$ cat src/rtl/lcas_pkg.sv
// Shared constants, codes and types for the load-cell average-and-scale block.
// Used by every module under rtl/; depends on nothing else.
package lcas_pkg;

    // Ring and field sizes
    localparam int MAX_WINDOW  = 64;
    localparam int RING_AW     = (MAX_WINDOW > 1) ? $clog2(MAX_WINDOW) : 1;
    localparam int LEN_W       = $clog2(MAX_WINDOW + 1);
    localparam int WIN_FIELD_W = 7;
    localparam int LEN_CMP_W   = (LEN_W > WIN_FIELD_W) ? LEN_W : WIN_FIELD_W;
    localparam int SAMPLE_W    = 25;
    localparam int SUM_W       = SAMPLE_W + RING_AW;
    localparam int FDIV_CNT_W  = $clog2(SUM_W);

    // Calibration datapath sizes
    localparam int OFFSET_W    = 25;
    localparam int GMUL_W      = 31;
    localparam int GDIV_W      = 25;
    localparam int TARE_W      = 32;
    localparam int WEIGHT_W    = 32;
    localparam int PROD_W      = SAMPLE_W + GMUL_W;
    localparam int BDIV_CNT_W  = $clog2(PROD_W);
    localparam int WSUM_W      = PROD_W + 2;

    // Queue between front and back
    localparam int QUEUE_DEPTH = 2;
    localparam int QPTR_W      = (QUEUE_DEPTH > 1) ? $clog2(QUEUE_DEPTH) : 1;
    localparam int QCNT_W      = $clog2(QUEUE_DEPTH + 1);

    // Configuration port
    localparam int CFG_IDX_W   = 3;
    localparam int CFG_DATA_W  = 32;

    typedef enum logic [CFG_IDX_W-1:0] {
        CFG_WINDOW    = 3'd0,
        CFG_OFFSET    = 3'd1,
        CFG_SCALE_NUM = 3'd2,
        CFG_SCALE_DEN = 3'd3,
        CFG_TARE      = 3'd4
    } t_cfg_idx;

    typedef struct packed {
        logic                  en;
        t_cfg_idx              idx;
        logic [CFG_DATA_W-1:0] data;
    } t_cfg_wr;

    typedef struct packed {
        logic [OFFSET_W-1:0]      offset;
        logic [GMUL_W-1:0]        scale_num;
        logic [GDIV_W-1:0]        scale_den;
        logic signed [TARE_W-1:0] tare;
    } t_back_cfg;

    typedef enum logic [2:0] {
        F_IDLE,
        F_SUB,
        F_ADD,
        F_LOAD,
        F_DIV,
        F_PUSH
    } t_front_state;

    typedef enum logic [2:0] {
        B_IDLE,
        B_MUL,
        B_DIV,
        B_RND,
        B_SGN,
        B_TAR,
        B_OUT
    } t_back_state;

endpackage

$ cat src/rtl/lcas_front.sv
// Front end: sample ring, running window sum and serial rounded-average divider.
// Depends on lcas_pkg; pushes each average into lcas_queue.
module lcas_front (
    input  logic                     i_clk,
    input  logic                     i_rst_n,
    input  logic                     i_valid,
    output logic                     o_stall,
    input  logic [lcas_pkg::SAMPLE_W-1:0] i_sample,
    input  lcas_pkg::t_cfg_wr        i_cfg,
    output logic                     o_push,
    output logic [lcas_pkg::SAMPLE_W-1:0] o_push_avg,
    input  logic                     i_q_full
);
    import lcas_pkg::*;

    t_front_state r_state, n_state;

    logic [SAMPLE_W-1:0]   ring [MAX_WINDOW];
    logic [SAMPLE_W-1:0]   r_rd;
    logic [SAMPLE_W-1:0]   r_sample;
    logic [SUM_W-1:0]      r_sum;
    logic [RING_AW-1:0]    r_idx;
    logic [LEN_W-1:0]      r_len;
    logic [LEN_W-1:0]      r_fill;
    logic [SAMPLE_W-1:0]   r_refill;
    logic [SAMPLE_W-1:0]   r_last_avg;
    logic [SUM_W-1:0]      r_num;
    logic [LEN_W-1:0]      r_rem;
    logic [FDIV_CNT_W-1:0] r_cnt;

    logic                      ring_we;
    logic [SAMPLE_W-1:0]       old_sample;
    logic [LEN_W-1:0]          idx_inc;
    logic [LEN_W:0]            rem_sh;
    logic                      q_bit;
    logic [WIN_FIELD_W-1:0]    wr_len;
    logic [LEN_CMP_W-1:0]      wr_len_x;
    logic [LEN_W-1:0]          wr_len_clamp;
    logic                      win_write;
    logic [SAMPLE_W+LEN_W-1:0] fill_prod;

    // Entries at or past the fill count still hold the refill value
    assign old_sample = (LEN_W'(r_idx) >= r_fill) ? r_refill : r_rd;
    assign idx_inc    = LEN_W'(r_idx) + LEN_W'(1);

    // One restoring divide step by the window length
    assign rem_sh = {r_rem, r_num[SUM_W-1]};
    assign q_bit  = (rem_sh >= {1'b0, r_len});

    // Window length write: clamp and decide whether to refill
    assign wr_len   = i_cfg.data[WIN_FIELD_W-1:0];
    assign wr_len_x = LEN_CMP_W'(wr_len);
    always_comb begin
        if (wr_len_x == '0) begin
            wr_len_clamp = LEN_W'(1);
        end else if (wr_len_x > LEN_CMP_W'(MAX_WINDOW)) begin
            wr_len_clamp = LEN_W'(MAX_WINDOW);
        end else begin
            wr_len_clamp = wr_len_x[LEN_W-1:0];
        end
    end
    assign win_write = i_cfg.en && (i_cfg.idx == CFG_WINDOW)
                       && (wr_len_x != LEN_CMP_W'(r_len));
    assign fill_prod = r_last_avg * wr_len_clamp;

    // Next state
    always_comb begin
        n_state = r_state;
        case (r_state)
            F_IDLE: if (i_valid) n_state = F_SUB;
            F_SUB:  n_state = F_ADD;
            F_ADD:  n_state = F_LOAD;
            F_LOAD: n_state = F_DIV;
            F_DIV:  if (r_cnt == FDIV_CNT_W'(SUM_W - 1)) n_state = F_PUSH;
            F_PUSH: if (!i_q_full) n_state = F_IDLE;
            default: n_state = F_IDLE;
        endcase
    end

    // State outputs
    always_comb begin
        o_stall = 1'b1;
        o_push  = 1'b0;
        ring_we = 1'b0;
        case (r_state)
            F_IDLE: o_stall = 1'b0;
            F_SUB:  ring_we = 1'b1;
            F_PUSH: o_push  = !i_q_full;
            default: ;
        endcase
    end

    assign o_push_avg = r_num[SAMPLE_W-1:0];

    // Sample ring, read registered at the current index
    always_ff @(posedge i_clk) begin
        if (ring_we) begin
            ring[r_idx] <= r_sample;
        end
        r_rd <= ring[r_idx];
    end

    always_ff @(posedge i_clk) begin
        if (!i_rst_n) begin
            r_state <= F_IDLE;
        end else begin
            r_state <= n_state;
        end
    end

    // Window state and refill
    always_ff @(posedge i_clk) begin
        if (!i_rst_n) begin
            r_sum      <= '0;
            r_idx      <= '0;
            r_len      <= LEN_W'(4);
            r_fill     <= '0;
            r_refill   <= '0;
            r_last_avg <= '0;
        end else if (win_write) begin
            r_len    <= wr_len_clamp;
            r_refill <= r_last_avg;
            r_fill   <= '0;
            r_idx    <= '0;
            r_sum    <= fill_prod[SUM_W-1:0];
        end else begin
            case (r_state)
                F_SUB: begin
                    r_sum <= r_sum - SUM_W'(old_sample);
                    if (LEN_W'(r_idx) == r_fill) begin
                        r_fill <= r_fill + LEN_W'(1);
                    end
                    if (idx_inc >= r_len) begin
                        r_idx <= '0;
                    end else begin
                        r_idx <= idx_inc[RING_AW-1:0];
                    end
                end
                F_ADD:  r_sum <= r_sum + SUM_W'(r_sample);
                F_PUSH: if (!i_q_full) r_last_avg <= r_num[SAMPLE_W-1:0];
                default: ;
            endcase
        end
    end

    // Sample capture and average divider
    always_ff @(posedge i_clk) begin
        case (r_state)
            F_IDLE: if (i_valid) r_sample <= i_sample;
            F_LOAD: begin
                r_num <= r_sum + SUM_W'(r_len >> 1);
                r_rem <= '0;
                r_cnt <= '0;
            end
            F_DIV: begin
                r_num <= {r_num[SUM_W-2:0], q_bit};
                if (q_bit) begin
                    r_rem <= LEN_W'(rem_sh - {1'b0, r_len});
                end else begin
                    r_rem <= rem_sh[LEN_W-1:0];
                end
                r_cnt <= r_cnt + FDIV_CNT_W'(1);
            end
            default: ;
        endcase
    end

endmodule

$ cat config.mk
export PLATFORM = sky130hd
export DESIGN_NAME = lcas_front
export DESIGN_NICKNAME = d
export VERILOG_FILES = /design/src/rtl/lcas_pkg.sv /design/src/rtl/lcas_front.sv
export SDC_FILE = /design/constraint.sdc
export NUM_CORES = 2
export LEC_CHECK = 0
export ABC_AREA = 1
export BUFFER_PORTS_ARGS = -buffer_cell sky130_fd_sc_hd__buf_2
export CAP_MARGIN = 25
export CORE_ASPECT_RATIO = 0.9
export CORE_MARGIN = 2
export CORE_UTILIZATION = 50
export CTS_BUF_LIST = sky130_fd_sc_hd__clkbuf_4 sky130_fd_sc_hd__clkbuf_8
export CTS_CLUSTER_SIZE = 40
export DETAILED_ROUTE_END_ITERATION = 12
export GPL_ROUTABILITY_DRIVEN = 0
export PLACE_DENSITY = 0.66
export SYNTH_ARGS = -nofsm -noshare
export SYNTH_HDL_FRONTEND = slang
export SYNTH_SLANG_ARGS = --single-unit
$ cat constraint.sdc
create_clock -name i_clk -period 13.09 [get_ports i_clk]
set_input_delay 1.309 -clock i_clk [delete_from_list [all_inputs] [get_ports i_clk]]
set_output_delay 1.309 -clock i_clk [all_outputs]
set_load 0.01 [all_outputs]
==> run summary <==
Num Clock Sinks - 1797
flops & latches, synth - 1797
startpoint types - primary input
Port Buffer Count - 66
Final WS setup - 6.48 ns
Rows - 135
Worst Setup End Kind - register
multiplexer share of the synthesized area - 0
Routed Antenna Nets - 0
Post-Synth Adder-Cell Area - 0.0489
largest net degree at the start of global routing - 115
vias - 49300
Sw Share - 0.348
max cap viols - 0
Worst R2R Start - r_idx[0]
Reg power frac - 0.423
Synth Area in Compound Gates - 0.0966
Cells after Synth - 5740
P_sw - 5.82 mW
Non-Filler Instances - 8164
wl on met1 - 87.6 mm
Combinational Power Share - 0.294
root buffer cell - clkbuf_8
Synth area leaders - edfxtp_1 (66%), nand2_1 (5.7%), dfxtp_1 (3.4%), fa_1 (3.1%), a221oi_1 (2.3%)
I/O pin cnt - 92
post-CTS setup buffer count - 0
DR iter-0 viols - 6567
post-synth top area cell - edfxtp_1
DR top layer - met5
status - complete, no violations
H-Tree Depth - 5
Worst Path Arrival - 7.43 ns
post_cts resized - 0
vias in the first global route - 46900
# setup viols final - 0
VDD IR max - 165 uV
Finished Cell Area - 84000 sq um
pre-CTS WS - 5.82 ns
CP Launch Point - i_cfg[2]
leak pwr - 29.5 nW
met3 routed WL - 23.7 mm
Residual DRC - 0
Die Y - 372 microns
critical path class - in -> reg
top-area cell type share of the netlist area - 0.664
internal power - 10.9 mW
Synth Area per Inst - 13.1 sq um
Final Util - 0.559
most frequent cells in the layout - edfxtp_1 (1668), nand2_1 (1135), inv_1 (380)
RSZ-0062 raised after global routing - no
final hold violation count - 0
initial core utilization - 0.502
Synth async-reset ratio - 0
die area - 154000 sq um
WL per Instance - 26.2 microns
iteration count of the initial detailed-routing pass - 6
CTS Buf Count - 299
Post-DP HPWL - 126 mm
CTS tree - done
Worst Hold Class - in -> reg
HP Start - i_sample[10]
area share of xor/xnor cells in the synthesized design - 0.00720
min cycle time layout - 6.61 ns
area grow syn2layout - 11.4%
setup TNS - 0 ns
first-pass GRT wire length - 310 mm
WL met2 - 95.2 mm
worst-path fanout max - 20
core box area - 150000 sq um
P per Cell Area - 199 nW/um^2
Synth cell types - 58
post-synthesis sequential area ratio - 0.699
worst slew pin tran - 0.961 ns
Tot GR Track Use - 0.275
Synth warnings - 0
Clk Latency, worst-skew pair - 1.02 ns
leading cell type in the layout, fill and taps excluded - edfxtp_1
die width - 413 microns
final net count - 6263
Synth Flop Type - edfxtp_1
clock power share - 0.282
post-synthesis simple-gate area fraction - 0.113
f_max - 151 MHz
Vias/cell - 6.03
syn_nets - 6030
Clk pin slew, worst setup/hold paths - 0.06 ns
clock buffer depth - 4
Max-slew headroom - 0.359
Post-Syn Area - 75400 sq um
DP Area - 78400 sq um
Post-synth EDFFs - 1668
max-slew violations - 0
Setup Skew - 0.114 ns
period utilization - 0.505
grt ovf - 0
Critical Path RT - 13.91 ns
dpl cells - 7657
initial antenna violation count - 8
largest family of logic cells by synthesized area - simple AND/OR/NAND/NOR gates
layout cell share with drive strength beyond 1 - 0.132
Routed WL - 214 mm
Hold-fix buffers, CTS - 0
## path summary, 6_finish.rpt
check,end,slack [ns],depth (start not counted)
max reg2reg,r_sum[29],7.32,29
min,r_sample[10],0.46,1
min reg2reg,r_refill[11],0.46,2
max,r_sum[29],6.48,28
## power groups by stage
stage	registers (mW)	clock network (mW)	logic (mW)
final	7.08	4.72	4.92
after global routing	7.09	5.00	5.38
after CTS	7.07	4.76	4.80
after detailed placement	7.19	0	4.77
after global placement	7.19	0	4.67
after floorplan	7.24	0	3.23
## per-layer routing
layer  global-route usage  vias to the layer above
met5                    0                        -
met4                0.104                        2
met3               0.0584                      399
met2                0.415                     2721
met1                0.394                    24500
li1                     -                    21700
## cells by family after synthesis
kind of cell,after synthesis
DFF,1797
and+or+nand+nor,1940
xor gates and xnor gates,62
adders and majority gates,225
AOI/OAI and AO/OA,1039
buffers and inverters,677
## final cells by class
type                       count  area [sq um]
fill                       12100         66200
sequential                  1797         52700
multi-input combinational   3266         20300
clock buffer                 410          5040
tap                         1986          2480
timing repair buffer         217          1520
inverter                     392          1500
clock inverter                91           485
antenna                        5          12.5
## cells in the mapped netlist, types with 19 or more instances
cell,n
a22oi_1,219
xnor2_1,26
fa_1,116
a221oi_1,194
a21oi_1,189
a31oi_1,24
or2_1,20
xor2_1,36
nand2_2,23
nand3_1,85
buf_2,40
o21ai_0,186
nor3_1,28
clkbuf_1,173
nor2_1,319
nand3b_1,19
buf_1,44
buf_4,25
ha_1,109
dfxtp_1,129
nand4_1,252
inv_1,382
a22o_1,157
nand2_1,1137
edfxtp_1,1668
## through the flow
step | total power, mW | hold slack [ns]
after floorplan | 10.5 | 0.430
final | 16.7 | 0.460
after global placement | 11.9 | 0.440
after global routing | 17.5 | 0.423
after CTS | 16.6 | 0.395
after detailed placement | 12.0 | 0.451
## sequential cells by signal (all words and copies together) (netlist names), 25 cells and up
register / flops
r_last_avg: 25
r_num: 31
r_sample: 25
r_refill: 25
r_rd: 25
ring: 1600
r_sum: 31
## worst max-delay path, cell delays in order
cell	delay, ns
buf_2	0.12
nor4_1	0.27
nand3_1	0.12
nand2_1	0.11
nand2_1	0.06
buf_4	0.22
inv_1	0.36
nand2_1	0.16
fa_1	0.53
fa_1	0.50
inv_1	0.05
fa_1	0.47
inv_1	0.05
fa_1	0.48
inv_1	0.04
ha_1	0.33
nand2_1	0.08
inv_1	0.04
a21oi_1	0.34
o21ai_0	0.19
a21boi_0	0.38
inv_1	0.13
nand2_1	0.08
o211ai_1	0.12
o21ai_0	0.57
nand3_1	0.13
nand2_1	0.10
inv_1	0.04
No activity file was read; power rests on OpenSTA's default activity.
