$ cat config.mk
export PLATFORM = sky130hd
export DESIGN_NAME = lcas_back
export DESIGN_NICKNAME = d
export VERILOG_FILES = /design/src/rtl/lcas_pkg.sv /design/src/rtl/lcas_back.sv
export SDC_FILE = /design/constraint.sdc
export NUM_CORES = 2
export LEC_CHECK = 0
export BUFFER_PORTS_ARGS = -buffer_cell sky130_fd_sc_hd__buf_4
export CORE_ASPECT_RATIO = 1.5
export CORE_MARGIN = 2
export CORE_UTILIZATION = 45
export DETAILED_ROUTE_END_ITERATION = 7
export GPL_ROUTABILITY_DRIVEN = 0
export SYNTH_ARGS = -nofsm -noshare
export SYNTH_HDL_FRONTEND = slang
export SYNTH_SLANG_ARGS = --single-unit
$ cat constraint.sdc
create_clock -name i_clk -period 8 [get_ports i_clk]
set_clock_uncertainty 0.1 [all_clocks]
set_input_delay 1.6 -clock i_clk [delete_from_list [all_inputs] [get_ports i_clk]]
set_output_delay 1.6 -clock i_clk [all_outputs]
set_load 0.05 [all_outputs]
$ cat src/rtl/lcas_pkg.sv
// Shared constants, codes and types for the load-cell average-and-scale block.
// Used by every module under rtl/; depends on nothing else.
package lcas_pkg;

    // Ring and field sizes
    localparam int MAX_WINDOW  = 64;
    localparam int RING_AW     = (MAX_WINDOW > 1) ? $clog2(MAX_WINDOW) : 1;
    localparam int LEN_W       = $clog2(MAX_WINDOW + 1);
    localparam int WIN_FIELD_W = 7;
    localparam int LEN_CMP_W   = (LEN_W > WIN_FIELD_W) ? LEN_W : WIN_FIELD_W;
    localparam int SAMPLE_W    = 25;
    localparam int SUM_W       = SAMPLE_W + RING_AW;
    localparam int FDIV_CNT_W  = $clog2(SUM_W);

    // Calibration datapath sizes
    localparam int OFFSET_W    = 25;
    localparam int GMUL_W      = 31;
    localparam int GDIV_W      = 25;
    localparam int TARE_W      = 32;
    localparam int WEIGHT_W    = 32;
    localparam int PROD_W      = SAMPLE_W + GMUL_W;
    localparam int BDIV_CNT_W  = $clog2(PROD_W);
    localparam int WSUM_W      = PROD_W + 2;

    // Queue between front and back
    localparam int QUEUE_DEPTH = 2;
    localparam int QPTR_W      = (QUEUE_DEPTH > 1) ? $clog2(QUEUE_DEPTH) : 1;
    localparam int QCNT_W      = $clog2(QUEUE_DEPTH + 1);

    // Configuration port
    localparam int CFG_IDX_W   = 3;
    localparam int CFG_DATA_W  = 32;

    typedef enum logic [CFG_IDX_W-1:0] {
        CFG_WINDOW    = 3'd0,
        CFG_OFFSET    = 3'd1,
        CFG_SCALE_NUM = 3'd2,
        CFG_SCALE_DEN = 3'd3,
        CFG_TARE      = 3'd4
    } t_cfg_idx;

    typedef struct packed {
        logic                  en;
        t_cfg_idx              idx;
        logic [CFG_DATA_W-1:0] data;
    } t_cfg_wr;

    typedef struct packed {
        logic [OFFSET_W-1:0]      offset;
        logic [GMUL_W-1:0]        scale_num;
        logic [GDIV_W-1:0]        scale_den;
        logic signed [TARE_W-1:0] tare;
    } t_back_cfg;

    typedef enum logic [2:0] {
        F_IDLE,
        F_SUB,
        F_ADD,
        F_LOAD,
        F_DIV,
        F_PUSH
    } t_front_state;

    typedef enum logic [2:0] {
        B_IDLE,
        B_MUL,
        B_DIV,
        B_RND,
        B_SGN,
        B_TAR,
        B_OUT
    } t_back_state;

endpackage

$ cat src/rtl/lcas_back.sv
// Back end: offset, gain multiply, serial rounded divide, tare and saturation.
// Depends on lcas_pkg; pops averages from lcas_queue and drives the result register.
module lcas_back (
    input  logic                          i_clk,
    input  logic                          i_rst_n,
    input  lcas_pkg::t_back_cfg           i_cfg,
    input  logic                          i_q_empty,
    input  logic [lcas_pkg::SAMPLE_W-1:0] i_q_data,
    output logic                          o_pop,
    output logic                          o_valid,
    input  logic                          i_stall,
    output logic signed [lcas_pkg::WEIGHT_W-1:0] o_weight,
    output logic [lcas_pkg::SAMPLE_W-1:0] o_average
);
    import lcas_pkg::*;

    t_back_state r_state, n_state;

    logic [SAMPLE_W-1:0]       r_avg;
    logic                      r_neg;
    logic [SAMPLE_W-1:0]       r_mag;
    logic [PROD_W-1:0]         r_num;
    logic [GDIV_W-1:0]         r_rem;
    logic [BDIV_CNT_W-1:0]     r_cnt;
    logic [PROD_W-1:0]         r_q;
    logic signed [WSUM_W-1:0]  r_s;
    logic signed [WSUM_W-1:0]  r_w;
    logic                      r_out_valid;
    logic signed [WEIGHT_W-1:0] r_out_weight;
    logic [SAMPLE_W-1:0]       r_out_avg;

    logic                      load_out;
    logic                      q_neg;
    logic [PROD_W-1:0]         prod;
    logic [GDIV_W:0]           rem_sh;
    logic                      q_bit;
    logic                      round_up;
    logic                      w_ovf;
    logic signed [WEIGHT_W-1:0] w_sat;

    assign q_neg = (i_q_data < i_cfg.offset);
    assign prod  = r_mag * i_cfg.scale_num;

    // One restoring divide step by the gain divisor
    assign rem_sh   = {r_rem, r_num[PROD_W-1]};
    assign q_bit    = (rem_sh >= {1'b0, i_cfg.scale_den});
    assign round_up = (r_rem > (i_cfg.scale_den >> 1));

    // Saturate when the upper bits are not a pure sign extension
    assign w_ovf = (r_w[WSUM_W-1:WEIGHT_W-1] != '0) && (r_w[WSUM_W-1:WEIGHT_W-1] != '1);
    always_comb begin
        if (!w_ovf) begin
            w_sat = r_w[WEIGHT_W-1:0];
        end else if (r_w[WSUM_W-1]) begin
            w_sat = {1'b1, {(WEIGHT_W-1){1'b0}}};
        end else begin
            w_sat = {1'b0, {(WEIGHT_W-1){1'b1}}};
        end
    end

    // Next state
    always_comb begin
        n_state = r_state;
        case (r_state)
            B_IDLE: if (!i_q_empty) n_state = B_MUL;
            B_MUL:  n_state = B_DIV;
            B_DIV:  if (r_cnt == BDIV_CNT_W'(PROD_W - 1)) n_state = B_RND;
            B_RND:  n_state = B_SGN;
            B_SGN:  n_state = B_TAR;
            B_TAR:  n_state = B_OUT;
            B_OUT:  if (!r_out_valid || !i_stall) n_state = B_IDLE;
            default: n_state = B_IDLE;
        endcase
    end

    // State outputs
    always_comb begin
        o_pop    = 1'b0;
        load_out = 1'b0;
        case (r_state)
            B_IDLE: o_pop    = !i_q_empty;
            B_OUT:  load_out = !r_out_valid || !i_stall;
            default: ;
        endcase
    end

    always_ff @(posedge i_clk) begin
        if (!i_rst_n) begin
            r_state <= B_IDLE;
        end else begin
            r_state <= n_state;
        end
    end

    // Calibration datapath
    always_ff @(posedge i_clk) begin
        case (r_state)
            B_IDLE: begin
                if (!i_q_empty) begin
                    r_avg <= i_q_data;
                    r_neg <= q_neg;
                    r_mag <= q_neg ? i_cfg.offset - i_q_data : i_q_data - i_cfg.offset;
                end
            end
            B_MUL: begin
                r_num <= prod;
                r_rem <= '0;
                r_cnt <= '0;
            end
            B_DIV: begin
                r_num <= {r_num[PROD_W-2:0], q_bit};
                if (q_bit) begin
                    r_rem <= GDIV_W'(rem_sh - {1'b0, i_cfg.scale_den});
                end else begin
                    r_rem <= rem_sh[GDIV_W-1:0];
                end
                r_cnt <= r_cnt + BDIV_CNT_W'(1);
            end
            B_RND:  r_q <= r_num + PROD_W'(round_up);
            B_SGN:  r_s <= r_neg ? -$signed({2'b00, r_q}) : $signed({2'b00, r_q});
            B_TAR:  r_w <= r_s + WSUM_W'(i_cfg.tare);
            default: ;
        endcase
    end

    // Result register
    always_ff @(posedge i_clk) begin
        if (load_out) begin
            r_out_weight <= w_sat;
            r_out_avg    <= r_avg;
        end
    end

    always_ff @(posedge i_clk) begin
        if (!i_rst_n) begin
            r_out_valid <= 1'b0;
        end else if (load_out) begin
            r_out_valid <= 1'b1;
        end else if (!i_stall) begin
            r_out_valid <= 1'b0;
        end
    end

    assign o_valid   = r_out_valid;
    assign o_weight  = r_out_weight;
    assign o_average = r_out_avg;

endmodule

==> metrics.md <==
| Metric | Value |
|---|---|
| Antenna viol nets, final | `0` |
| Final #Nets | `between 6,000 and 7,000` |
| Reg2Reg Depth | `25` |
| GRT Overall Usage | `0.233` |
| Clk_lat worst skew | `0.59 ns` |
| Slew HR | `0.182` |
| Routed WL per cell | `between 15 and 20 um` |
| Area leader, netlist | `fa_1` |
| Hold/Removal Path Class | `reg2reg` |
| Initial antenna violation count | `3` |
| Die area | `109,000 sq um` |
| Max Slew Vio Count | `0` |
| Die Y | `403 um` |
| Critical Path Sink Type | `register` |
| Met2 WL | `66,700 um` |
| Critical Path Fanout Max | `9` |
| 1st-pass router iterations | `7` |
| Routed vias/inst | `5.29` |
| WL met3 | `roughly 4600 um` |
| Critical Path AT | `7.97 ns` |
| Final hold slack | `around 0.32 ns` |
| Core area | `105,000 sq um` |
| Fin. Hold Viols | `0` |
| Multi-input logic area | `32,600 sq um` |
| Hold_sp | `r_avg[10]` |
| Vias in the first global route | `38,600` |
| Pre-CTS worst setup slack | `-0.564 ns` |
| Tcrit/Tclk final | `0.970` |
| Worst Path Class, Setup | `in2reg` |
| Unique masters post-synth | `76` |
| Max-cap violations | `0` |
| Post-CTS Hold Buffers | `0` |
| Ys async rst share | `0` |
| First-pass GRT wire length | `201,000 um` |
| Port Buffers | `200` |
| Io pins | `roughly 200` |
| Hold depth | `0` |
| Clock transition at path regs | `0.06 ns` |
| Synth Register Bits | `371` |
| CTS root buffer | `clkbuf_16` |
| RR Endpoint | `r_num[52]` |
| Least-Margin Pin Slew | `around 1.2 ns` |
| Routed length on met1 | `47,500 um` |
| Final setup violation count | `0` |
| Synth top area cells | `fa_1, edfxtp_1, ha_1` |
| Setup slack after layout | `about 0.24 ns` |
| Initial core utilization | `0.452` |
| Post-synthesis cell count | `about 5,100` |
| Largest net degree at the start of global routing | `76` |
| Startpoint Class | `input port` |
| Global route overflow | `0` |
| CTS tree | `built` |
| Main flop type after synthesis | `edfxtp_1` |
| CTS H-tree lvls | `2` |
| FP Rows | `roughly 150` |
| Reg-to-Reg Start | `r_mag[3]` |
| Syn_area_per_cell | `9.40 sq um` |
| Crit path required time | `8.21 ns` |
| Area growth from synthesis to layout | `13.2%` |
| Minimum clock period | `7.76 ns` |
| Hold Path Sink | `o_average[10]` |
| Post-synth EDFFs | `367` |
| Total wire length | `125,000 um` |
| Residual DRC | `0` |
| DRT iter0 DRCs | `approximately 1,800` |
| Flop2flop setup slack | `approximately 0.42 ns` |
| Seq. cell area | `11,100 sq um` |
| F_max | `~0.13 GHz` |
| Yosys Warn Count | `0` |
| Top layer in use | `met4` |
| CTS max path bufs | `3` |
| Proportion of layout cells with a drive suffix above 1 | `0.111` |
| Fill cells | `around 9,900` |
| Run status | `completed` |
| Share of the synthesized area in the top cell type | `0.281` |
| Via count | `35,900` |
| Post-Syn Nets | `6,210` |
| Clock Sink Count | `371` |
| Cell area after synthesis | `47,700 sq um` |
| CTS Buf Count | `44` |
| Chip width | `270 um` |
| Seq/Total Area, Yosys | `0.233` |
| Final HPWL DP | `104,000 um` |
## synthesized netlist by cell type (all sizes together), types with 23 or more instances
master / instances
fa: 668
nand4: 56
a21oi: 224
nand2b: 24
o21bai: 37
o21ai: 187
and3: 33
xor2: 80
nor3: 53
xnor2: 168
o31ai: 24
nand2: 594
inv: 898
a21o: 107
clkbuf: 232
and2: 407
a31oi: 24
edfxtp: 367
nand3: 69
ha: 327
nor2: 174
or3: 23
a211oi: 25
nor2b: 24
## registers in the layout (all words and copies together) (netlist names), 6 cells and up
name	cells
r_s	58
r_q	56
r_mag	25
r_rem	25
o_weight	32
r_cnt	6
r_avg	25
o_average	25
r_num	56
r_w	58
## worst max path at each step
stage	slack, ns	depth (start not counted)	startpoint	endpoint
finish	0.24	25	i_cfg[67]	r_num[55]
floorplan	-0.005	25	i_cfg[77]	r_num[55]
detailed placement	-0.56	26	i_cfg[62]	r_num[52]
global placement	-0.53	26	i_cfg[62]	r_num[52]
CTS	0.04	27	i_cfg[63]	r_num[52]
global route	-0.09	30	i_cfg[63]	r_num[52]
## routing by layer
layer / global-route usage / vias to the layer above
li1: - / 16900
met2: 0.442 / 823
met4: 0.104 / 0
met3: 0.0204 / 259
met5: 0 / -
met1: 0.263 / 17900
## cell families (layout without fill, tap and decap cells)
group / Yosys count / after routing / share of synthesized area
AOI/OAI and AO/OA: 782 / 782 / 0.104
xor gates and xnor gates: 248 / 248 / 0.0456
adders and majority gates: 995 / 995 / 0.366
buffers and inverters: 1140 / 1445 / 0.0898
DFF: 371 / 371 / 0.233
muxes: 12 / 12 / 0.00252
other: 0 / 1 / 0
and+or+nand+nor: 1525 / 1525 / 0.159
## critical path: stages
cell,delay [ns]
buf_4,0.16
buf_12,0.14
and2_1,0.15
fa_1,0.48
inv_1,0.05
fa_1,0.48
inv_1,0.05
fa_1,0.51
fa_1,0.57
fa_1,0.45
fa_1,0.54
inv_1,0.05
fa_1,0.52
inv_1,0.04
ha_1,0.28
and2_1,0.16
nand3_1,0.15
or4_1,0.57
o31ai_2,0.09
a211oi_2,0.09
buf_4,0.18
a2bb2oi_4,0.22
a41oi_1,0.16
xnor2_1,0.15
o21ai_0,0.10
## repair_timing
| item | CTS | global route |
|---|---|---|
| setup endpoints to repair | 0 | 19 |
| gates resized for setup | 0 | 30 |
| buffers inserted | 0 | 3 |
## through the flow
stage / utilization / std cells / setup TNS (ns) / instance area, sq um
2_1_floorplan: - / 5073 / -0.00530 / 47700
6_report: 0.512 / 6785 / 0 / 54000
5_1_grt: 0.512 / 6785 / -0.160 / 54000
4_1_cts: 0.510 / 6782 / 0 / 53800
3_5_place_dp: 0.496 / 6701 / -10.27 / 52200
3_3_place_gp: 0.496 / 6701 / -8.42 / 52200
## area by class of cell
| class | count | share of cell area |
|---|---|---|
| multi-input cells | 3562 | 0.604 |
| clock inverters | 33 | 0.00730 |
| repair buffers | 465 | 0.0675 |
| clock buffers | 48 | 0.0207 |
| diodes | 1 | 0.0000464 |
| flip-flops and latches | 371 | 0.206 |
| well taps | 1406 | 0.0326 |
| inverters | 899 | 0.0625 |
## cell usage in the layout (no fill, tap or decap), types with 10 or more instances in the layout
cell,synthesis,layout
inv_1,898,897
fa_1,668,668
nand2_1,594,594
buf_4,0,452
and2_1,407,407
edfxtp_1,367,367
ha_1,327,320
a21oi_1,224,219
o21ai_0,185,185
nor2_1,174,171
xnor2_1,168,168
a21o_1,107,107
xor2_1,80,80
nand3_1,69,69
nand4_1,56,56
nor3_1,53,50
clkbuf_16,0,44
o21bai_1,37,37
and3_1,33,31
nor2b_1,24,24
a31oi_1,24,24
nand2b_1,24,23
a211oi_1,25,22
o31ai_1,23,22
a21boi_0,22,21
nor4_1,21,20
o211ai_1,19,19
o21a_1,19,19
or3_1,20,19
mux2i_1,12,12
buf_12,0,12
o41ai_1,14,11
clkinv_1,1,10
Power is left out: the tool's default activity adds up to more than one toggle a clock period on the data nets, which glitch-free logic cannot reach.
