<file path="config.mk">
export PLATFORM = sky130hd
export DESIGN_NAME = lcas_queue
export DESIGN_NICKNAME = d
export VERILOG_FILES = /design/src/rtl/lcas_pkg.sv /design/src/rtl/lcas_queue.sv
export SDC_FILE = /design/constraint.sdc
export NUM_CORES = 1
export LEC_CHECK = 0
export ABC_AREA = 1
export BUFFER_PORTS_ARGS = -buffer_cell sky130_fd_sc_hd__buf_2
export CAP_MARGIN = 0
export CELL_PAD_IN_SITES_DETAIL_PLACEMENT = 1
export CELL_PAD_IN_SITES_GLOBAL_PLACEMENT = 2
export CORE_ASPECT_RATIO = 0.6
export CORE_MARGIN = 4
export CORE_UTILIZATION = 34
export DETAILED_ROUTE_END_ITERATION = 12
export MAX_ROUTING_LAYER = met4
export PLACE_DENSITY = 0.8
export SLEW_MARGIN = 20
export SYNTH_ARGS = -nofsm -noshare
export SYNTH_HDL_FRONTEND = slang
export SYNTH_SLANG_ARGS = --single-unit
</file>
<file path="constraint.sdc">
create_clock -name i_clk -period 5.49 [get_ports i_clk]
set_input_delay 0 -clock i_clk [delete_from_list [all_inputs] [get_ports i_clk]]
set_output_delay 0 -clock i_clk [all_outputs]
set_load 0.005 [all_outputs]
</file>
<file path="src/rtl/lcas_pkg.sv">
// Shared constants, codes and types for the load-cell average-and-scale block.
// Used by every module under rtl/; depends on nothing else.
package lcas_pkg;

    // Ring and field sizes
    localparam int MAX_WINDOW  = 64;
    localparam int RING_AW     = (MAX_WINDOW > 1) ? $clog2(MAX_WINDOW) : 1;
    localparam int LEN_W       = $clog2(MAX_WINDOW + 1);
    localparam int WIN_FIELD_W = 7;
    localparam int LEN_CMP_W   = (LEN_W > WIN_FIELD_W) ? LEN_W : WIN_FIELD_W;
    localparam int SAMPLE_W    = 25;
    localparam int SUM_W       = SAMPLE_W + RING_AW;
    localparam int FDIV_CNT_W  = $clog2(SUM_W);

    // Calibration datapath sizes
    localparam int OFFSET_W    = 25;
    localparam int GMUL_W      = 31;
    localparam int GDIV_W      = 25;
    localparam int TARE_W      = 32;
    localparam int WEIGHT_W    = 32;
    localparam int PROD_W      = SAMPLE_W + GMUL_W;
    localparam int BDIV_CNT_W  = $clog2(PROD_W);
    localparam int WSUM_W      = PROD_W + 2;

    // Queue between front and back
    localparam int QUEUE_DEPTH = 2;
    localparam int QPTR_W      = (QUEUE_DEPTH > 1) ? $clog2(QUEUE_DEPTH) : 1;
    localparam int QCNT_W      = $clog2(QUEUE_DEPTH + 1);

    // Configuration port
    localparam int CFG_IDX_W   = 3;
    localparam int CFG_DATA_W  = 32;

    typedef enum logic [CFG_IDX_W-1:0] {
        CFG_WINDOW    = 3'd0,
        CFG_OFFSET    = 3'd1,
        CFG_SCALE_NUM = 3'd2,
        CFG_SCALE_DEN = 3'd3,
        CFG_TARE      = 3'd4
    } t_cfg_idx;

    typedef struct packed {
        logic                  en;
        t_cfg_idx              idx;
        logic [CFG_DATA_W-1:0] data;
    } t_cfg_wr;

    typedef struct packed {
        logic [OFFSET_W-1:0]      offset;
        logic [GMUL_W-1:0]        scale_num;
        logic [GDIV_W-1:0]        scale_den;
        logic signed [TARE_W-1:0] tare;
    } t_back_cfg;

    typedef enum logic [2:0] {
        F_IDLE,
        F_SUB,
        F_ADD,
        F_LOAD,
        F_DIV,
        F_PUSH
    } t_front_state;

    typedef enum logic [2:0] {
        B_IDLE,
        B_MUL,
        B_DIV,
        B_RND,
        B_SGN,
        B_TAR,
        B_OUT
    } t_back_state;

endpackage

</file>
<file path="src/rtl/lcas_queue.sv">
// Short FIFO of averages between the front and back ends.
// Depends on lcas_pkg for depth and data width.
module lcas_queue (
    input  logic                     i_clk,
    input  logic                     i_rst_n,
    input  logic                     i_push,
    input  logic [lcas_pkg::SAMPLE_W-1:0] i_data,
    output logic                     o_full,
    input  logic                     i_pop,
    output logic [lcas_pkg::SAMPLE_W-1:0] o_data,
    output logic                     o_empty
);
    import lcas_pkg::*;

    logic [SAMPLE_W-1:0] r_mem [QUEUE_DEPTH];
    logic [QPTR_W-1:0]   r_wr_ptr;
    logic [QPTR_W-1:0]   r_rd_ptr;
    logic [QCNT_W-1:0]   r_count;
    logic                do_push;
    logic                do_pop;

    assign o_full  = (r_count == QCNT_W'(QUEUE_DEPTH));
    assign o_empty = (r_count == '0);
    assign o_data  = r_mem[r_rd_ptr];
    assign do_push = i_push && !o_full;
    assign do_pop  = i_pop && !o_empty;

    // Store entry
    always_ff @(posedge i_clk) begin
        if (do_push) begin
            r_mem[r_wr_ptr] <= i_data;
        end
    end

    // Advance pointers and occupancy
    always_ff @(posedge i_clk) begin
        if (!i_rst_n) begin
            r_wr_ptr <= '0;
            r_rd_ptr <= '0;
            r_count  <= '0;
        end else begin
            if (do_push) begin
                r_wr_ptr <= (r_wr_ptr == QPTR_W'(QUEUE_DEPTH - 1)) ? '0
                            : r_wr_ptr + QPTR_W'(1);
            end
            if (do_pop) begin
                r_rd_ptr <= (r_rd_ptr == QPTR_W'(QUEUE_DEPTH - 1)) ? '0
                            : r_rd_ptr + QPTR_W'(1);
            end
            if (do_push && !do_pop) begin
                r_count <= r_count + QCNT_W'(1);
            end else if (do_pop && !do_push) begin
                r_count <= r_count - QCNT_W'(1);
            end
        end
    end

endmodule

</file>
==> summary.txt, run 1 <==
Detailed routing
  • DR vias: 1232
  • Routed wire length: 4.188 mm
  • DRT Pass-1 Iters: 3
  • Antenna Nets Post-Route: 0
  • Vias per inst: 4.263
  • DRT iter0 DRCs: 50
  • Routed len/inst: 14.49 um
  • Drc violations: 0

Global routing
  • Grt total ovfl: 0
  • Gr usage total: 11.78%
  • Vias in the first global route: 1378
  • Global-route wire length before repair: 6.872 mm
  • Initial antenna violation count: 0
  • Largest net degree at the start of global routing: 17

Floorplan
  • Ports: 56
  • Die boundary width: 110.8 um
  • Starting density of the core: 35.10%
  • Die height: 69.66 um
  • Row cnt: 22
  • Core Area: 6138 um2
  • DIE AREA: 7716 um2

Timing
  • Slew HR: 44.53%
  • PnR worst setup slack: 3.477 ns
  • Final setup fails: 0
  • Worst slew pin tran: 0.8312 ns
  • Setup_tns: 0 ns
  • Min cycle time layout: 2.013 ns
  • Slew Limit Fails: 0
  • Fin crit share: 36.67%
  • Endpoints failing hold: 0
  • Skew final: 0.004579 ns
  • Fmax: 496.7 MHz
  • RSZ-0062 raised after global routing: false

Clock network
  • CTS sink cnt: 55
  • Max clock buf depth: 2
  • CTS tree: yes
  • Number of H-tree levels: 2
  • Post_cts resized: 0
  • Clk_lat worst skew: 0.29 ns
  • Clock-pin slew of the registers on the worst-case setup and hold paths: 0.09 ns
  • Clock root buffer: clkbuf_8
  • CTS Buf Count: 5

Cells and area
  • Most frequent cells in the layout: buf_2 (55), edfxtp_1 (50), dlygate4sd3_1 (26)
  • Fraction of layout cells with a size suffix above 1: 45.37%
  • Number of diodes: 0
  • Fin nets: 234
  • Most common cell after layout, fill and taps aside: buf_2
  • Area Growth Syn to Fin: 32.87%

Hold path
  • Hold depth: 4
  • Worst hold start: i_push
  • Hold Path Sink: r_wr_ptr$_SDFFE_PN0P_
  • HP Class: input pin to register

Pwr
  • Peak supply drop: 0.0001466 V
  • Leakage power: 1.150 nW
  • Power density over the cells: 379.1 nW/um2
  • Total Power: 0.001085 W

Critical path
  • Crit Path Class: register to primary output
  • WP data required: 5.49 ns
  • Max FO, Critical Path: 15
  • CP endpoint kind: primary output
  • Worst reg-to-reg setup slack: 3.66 ns
  • Critical path data arrival time: 2.01 ns
  • R2R Path End: r_mem[0][17]$_DFFE_PP_
  • Critical register-to-register path startpoint: r_count[1]$_SDFFE_PN0P_
  • R2R cell count: 4
  • Crit path launch type: register

Place
  • IO Port Bufs: 55
  • RePlAce Congestion: 0.6737
  • Post-place setup slack: 3.620 ns
  • Post-DP HPWL: 2.996 mm

Status
  • Outcome: finished clean

Yosys
  • Syn Nets: 146
  • Distinct cells, synth: 15
  • Mapped Cells: 116
  • Post-Syn Area per Cell: 18.57 um2
  • Cell Area, Synth: 2155 um2
  • Number of synthesized register bits: 55
  • Sequential share of the synthesized area: 74.33%
  • Ys Warns: 0

Flow run
  • Maximum capacitance violations: 0
==> synth_stat cells <==
master | count | share of area (%)
nand3_1 | 1 | 0.23
buf_12 | 2 | 1.9
dfxtp_1 | 5 | 4.6
nand4_1 | 1 | 0.29
o21ai_0 | 2 | 0.46
mux2_2 | 5 | 2.6
buf_6 | 1 | 0.52
nand2_1 | 6 | 1.0
ha_1 | 1 | 0.58
edfxtp_1 | 50 | 70
a21oi_1 | 1 | 0.23
nor2_1 | 11 | 1.9
mux2_4 | 20 | 14
inv_1 | 9 | 1.6
o21ai_2 | 1 | 0.41
==> state kept, by name (all words and copies together), names as in the netlist, named ones only <==
signal and count:
r_wr_ptr 1, r_mem 50, r_count 2, r_rd_ptr 1
==> critical path, stage by stage (launching register included) <==
cell and delay, ns:
dfxtp_1 0.87, buf_4 0.36, mux2_2 0.35, buf_2 0.12
==> power by group <==
group | total (W) | leakage [nW] | switching, W | internal (W)
Sequential | 0.000567 | 0.508 | 0.0000362 | 0.000530
Clock | 0.000219 | 0.0482 | 0.000117 | 0.000102
Combinational | 0.000300 | 0.594 | 0.000138 | 0.000162
==> through the flow <==
step	cells	area, um2	utilization, %	hold WS (ns)
2_1_floorplan	116	2155	-	0.09887
3_3_place_gp	255	2511	40.91	0.1895
3_5_place_dp	255	2511	40.91	0.1931
4_1_cts	289	2863	46.64	0.08824
5_1_grt	289	2863	46.64	0.1074
6_report	289	2863	46.64	0.09829
==> worst max-delay path by stage <==
stage | start | end | cells after the start
finish | register | o_data[2] | 3
global route | register | o_data[2] | 3
CTS | register | o_data[2] | 3
detailed placement | r_count[1]$_SDFFE_PN0P_ | r_mem[0][5]$_DFFE_PP_ | 4
global placement | r_count[0]$_SDFFE_PN0P_ | r_mem[0][17]$_DFFE_PP_ | 3
floorplan | r_count[0]$_SDFFE_PN0P_ | r_mem[1][0]$_DFFE_PP_ | 2
==> cells by family after synthesis <==
family	count (synthesis)	synth area share, %
multiplexers	25	16.55
adder cells (fa/ha/maj)	1	0.5806
buffers and inverters	12	3.949
flip-flops	55	74.33
AND/OR/NAND/NOR	19	3.484
AO/OA/AOI/OAI	4	1.103
==> final cells by class <==
cell class | instances | area (um2)
Sequential cell | 55 | 1602
Tap cell | 84 | 105.1
Clock inverter | 1 | 5.005
Fill cell | 650 | 3276
Inverter | 9 | 33.78
Clock buffer | 7 | 86.33
Timing Repair Buffer | 84 | 558.0
Multi-Input combinational cell | 49 | 473.0
==> routing by layer <==
metal | GRT usage (%) | part of all wire (%)
met5 | - | 0
met4 | 2.049 | 0
met3 | 3.923 | 5.4
met2 | 19.42 | 49
met1 | 14.42 | 45
==> repair_timing <==
action                    CTS  global route
buffers inserted            0             0
hold buffers               26             0
hold endpoints to repair   55             0
(Power assumes the default switching activity.)
==> run 2, diff against run 1 <==
- clock period: 5.49 -> 1.9 ns (I/O delays scaled with it)
==> summary.txt, run 2 (synthesized netlist as in run 1, its figures left out) <==
Critical path
  • Critical register-to-register path startpoint: r_count[1]$_SDFFE_PN0P_
  • WP data required: 2.14 ns
  • Max FO, Critical Path: 4
  • CP endpoint kind: register
  • Crit Path Class: register to register
  • Critical-path cell list: inv_1 > o21ai_2 > inv_1 > ha_1 > inv_1 > nand3_1 > nand2_1 > inv_1 > nor2_1
  • Critical path data arrival time: 1.84 ns
  • CP max stage cell: dfxtp_1
  • Top cell by count, worst path: inv_1
  • Crit path largest cell delay: 0.39 ns
  • Crit path launch type: register
  • Critical path origin: r_count[1]$_SDFFE_PN0P_
  • Worst reg-to-reg setup slack: 0.29 ns
  • R2R cell count: 9

Global routing
  • Gr usage total: 12.16%
  • Global-route wire length before repair: 7.265 mm
  • M2 GR Usage: 20.16%
  • Grt total ovfl: 0
  • Initial antenna violation count: 0
  • Busiest grt layer: met2
  • Global-route met3 utilization: 4.185%
  • Vias in the first global route: 1483
  • Met1 Use GR: 14.56%
  • Largest net degree at the start of global routing: 16

Floorplan
  • DIE AREA: 7716 um2
  • Core Area: 6138 um2
  • Die boundary width: 110.8 um
  • Ports: 56
  • Die height: 69.66 um
  • Row cnt: 22
  • Starting density of the core: 35.10%

Place
  • Post-DP HPWL: 3.144 mm
  • Post-place setup slack: 0.3149 ns
  • IO Port Bufs: 55
  • Dpl cell area: 2559 um2
  • RePlAce Congestion: 0.6473
  • Dpl cells: 258

Hold path
  • HP Class: input pin to register
  • Hold depth: 5
  • Worst hold start: i_pop

Clock network
  • CTS Buf Count: 5
  • CTS sink cnt: 55
  • Max clock buf depth: 2
  • Clock root buffer: clkbuf_8
  • Clk_lat worst skew: 0.29 ns
  • Clock-pin slew of the registers on the worst-case setup and hold paths: 0.09 ns
  • Number of H-tree levels: 2
  • CTS tree: yes

Cells and area
  • Number of diodes: 0
  • Fraction of layout cells with a size suffix above 1: 45.19%
  • Fin area: 2899 um2
  • Max reg flops: 50
  • Register name with the most flops: r_mem
  • Area Growth Syn to Fin: 34.55%
  • Fillers: 632
  • Fin nets: 237
  • Regs by FF count: r_mem (50), r_count (2)
  • Most common cell after layout, fill and taps aside: buf_2
  • Most frequent cells in the layout: buf_2 (55), edfxtp_1 (50), dlygate4sd3_1 (26)
  • Non-Filler Instances: 292

Timing
  • Worst slew pin tran: 0.4668 ns
  • Slew HR: 68.84%
  • Slew Limit Fails: 0
  • Skew final: 0.006332 ns
  • Endpoints failing hold: 0
  • PnR worst setup slack: 0.2948 ns
  • Fin crit share: 84.49%
  • Min cycle time layout: 1.605 ns
  • RSZ-0062 raised after global routing: false
  • Final setup fails: 0
  • Fmax: 623.0 MHz

Detailed routing
  • Routed wire length: 4.263 mm
  • DRT Pass-1 Iters: 4
  • Antenna Nets Post-Route: 0
  • Vias per inst: 4.342
  • DR vias: 1268
  • Drc violations: 0
  • DRT iter0 DRCs: 44
  • Routed len/inst: 14.60 um

Pwr
  • Power density over the cells: 1093 nW/um2
  • Leakage power: 1.163 nW
  • Peak supply drop: 0.0003985 V
  • Total Power: 0.003169 W

Status
  • Outcome: finished clean

Flow run
  • Maximum capacitance violations: 0
## run 2: cell types whose count changed in the layout (fill, tap and decap cells not counted)
cell,before,now
clkbuf_1,1,3
clkinv_2,1,0
buf_4,3,4
clkbuf_8,6,5
buf_12,0,2
## run 2: where the power goes
| part | switching (W) | internal (W) |
|---|---|---|
| clock network | 0.000335 | 0.000263 |
| logic | 0.000438 | 0.000515 |
| registers | 0.0000875 | 0.00153 |
| total | 0.000861 | 0.00231 |
## run 2: critical path: cells and delay by family, from the launching register on
kind                       cells  cell delay (ns)
adders and majority gates      1             0.34
and+or+nand+nor                3             0.24
buffers and inverters          4             0.36
AOI/OAI and AO/OA              1             0.22
DFF                            1             0.39
## run 2: area by class of cell
cell class / instances / area [um2] / share of cell area [%]
repair buffers: 87 / 605.6 / 20.89
well taps: 84 / 105.1 / 3.625
multi-input cells: 49 / 473.0 / 16.31
inverters: 9 / 33.78 / 1.165
flip-flops and latches: 55 / 1602 / 55.24
clock buffers: 8 / 80.08 / 2.762
## run 2: layer usage
| layer | wire (um) | part of all wire [%] |
|---|---|---|
| met1 | 1884 | 44 |
| met2 | 2078 | 49 |
| met3 | 264 | 6.2 |
| met4 | 36 | 0.84 |
| met5 | 0 | 0 |
## run 2: what timing repair did
item,in CTS,in global routing
hold endpoints to repair,55,0
hold buffers,26,0
gates resized for setup,0,0
endpoints found under the setup margin,0,0
setup buffers,0,0
## run 2: metrics by stage
step	hold slack, ns	TNS, ns	util (%)
global placement	0.1890	0	41.68
global route	0.1392	0	47.23
floorplan	0.09887	-2.530	-
finish	0.1163	0	47.23
CTS	0.1027	0	47.23
detailed placement	0.1957	0	41.68
## run 2: path summary, 6_finish.rpt
| kind | end |
|---|---|
| max | r_count[1]$_SDFFE_PN0P_ |
| min | register |
| max reg2reg | r_count[1]$_SDFFE_PN0P_ |
| min reg2reg | register |
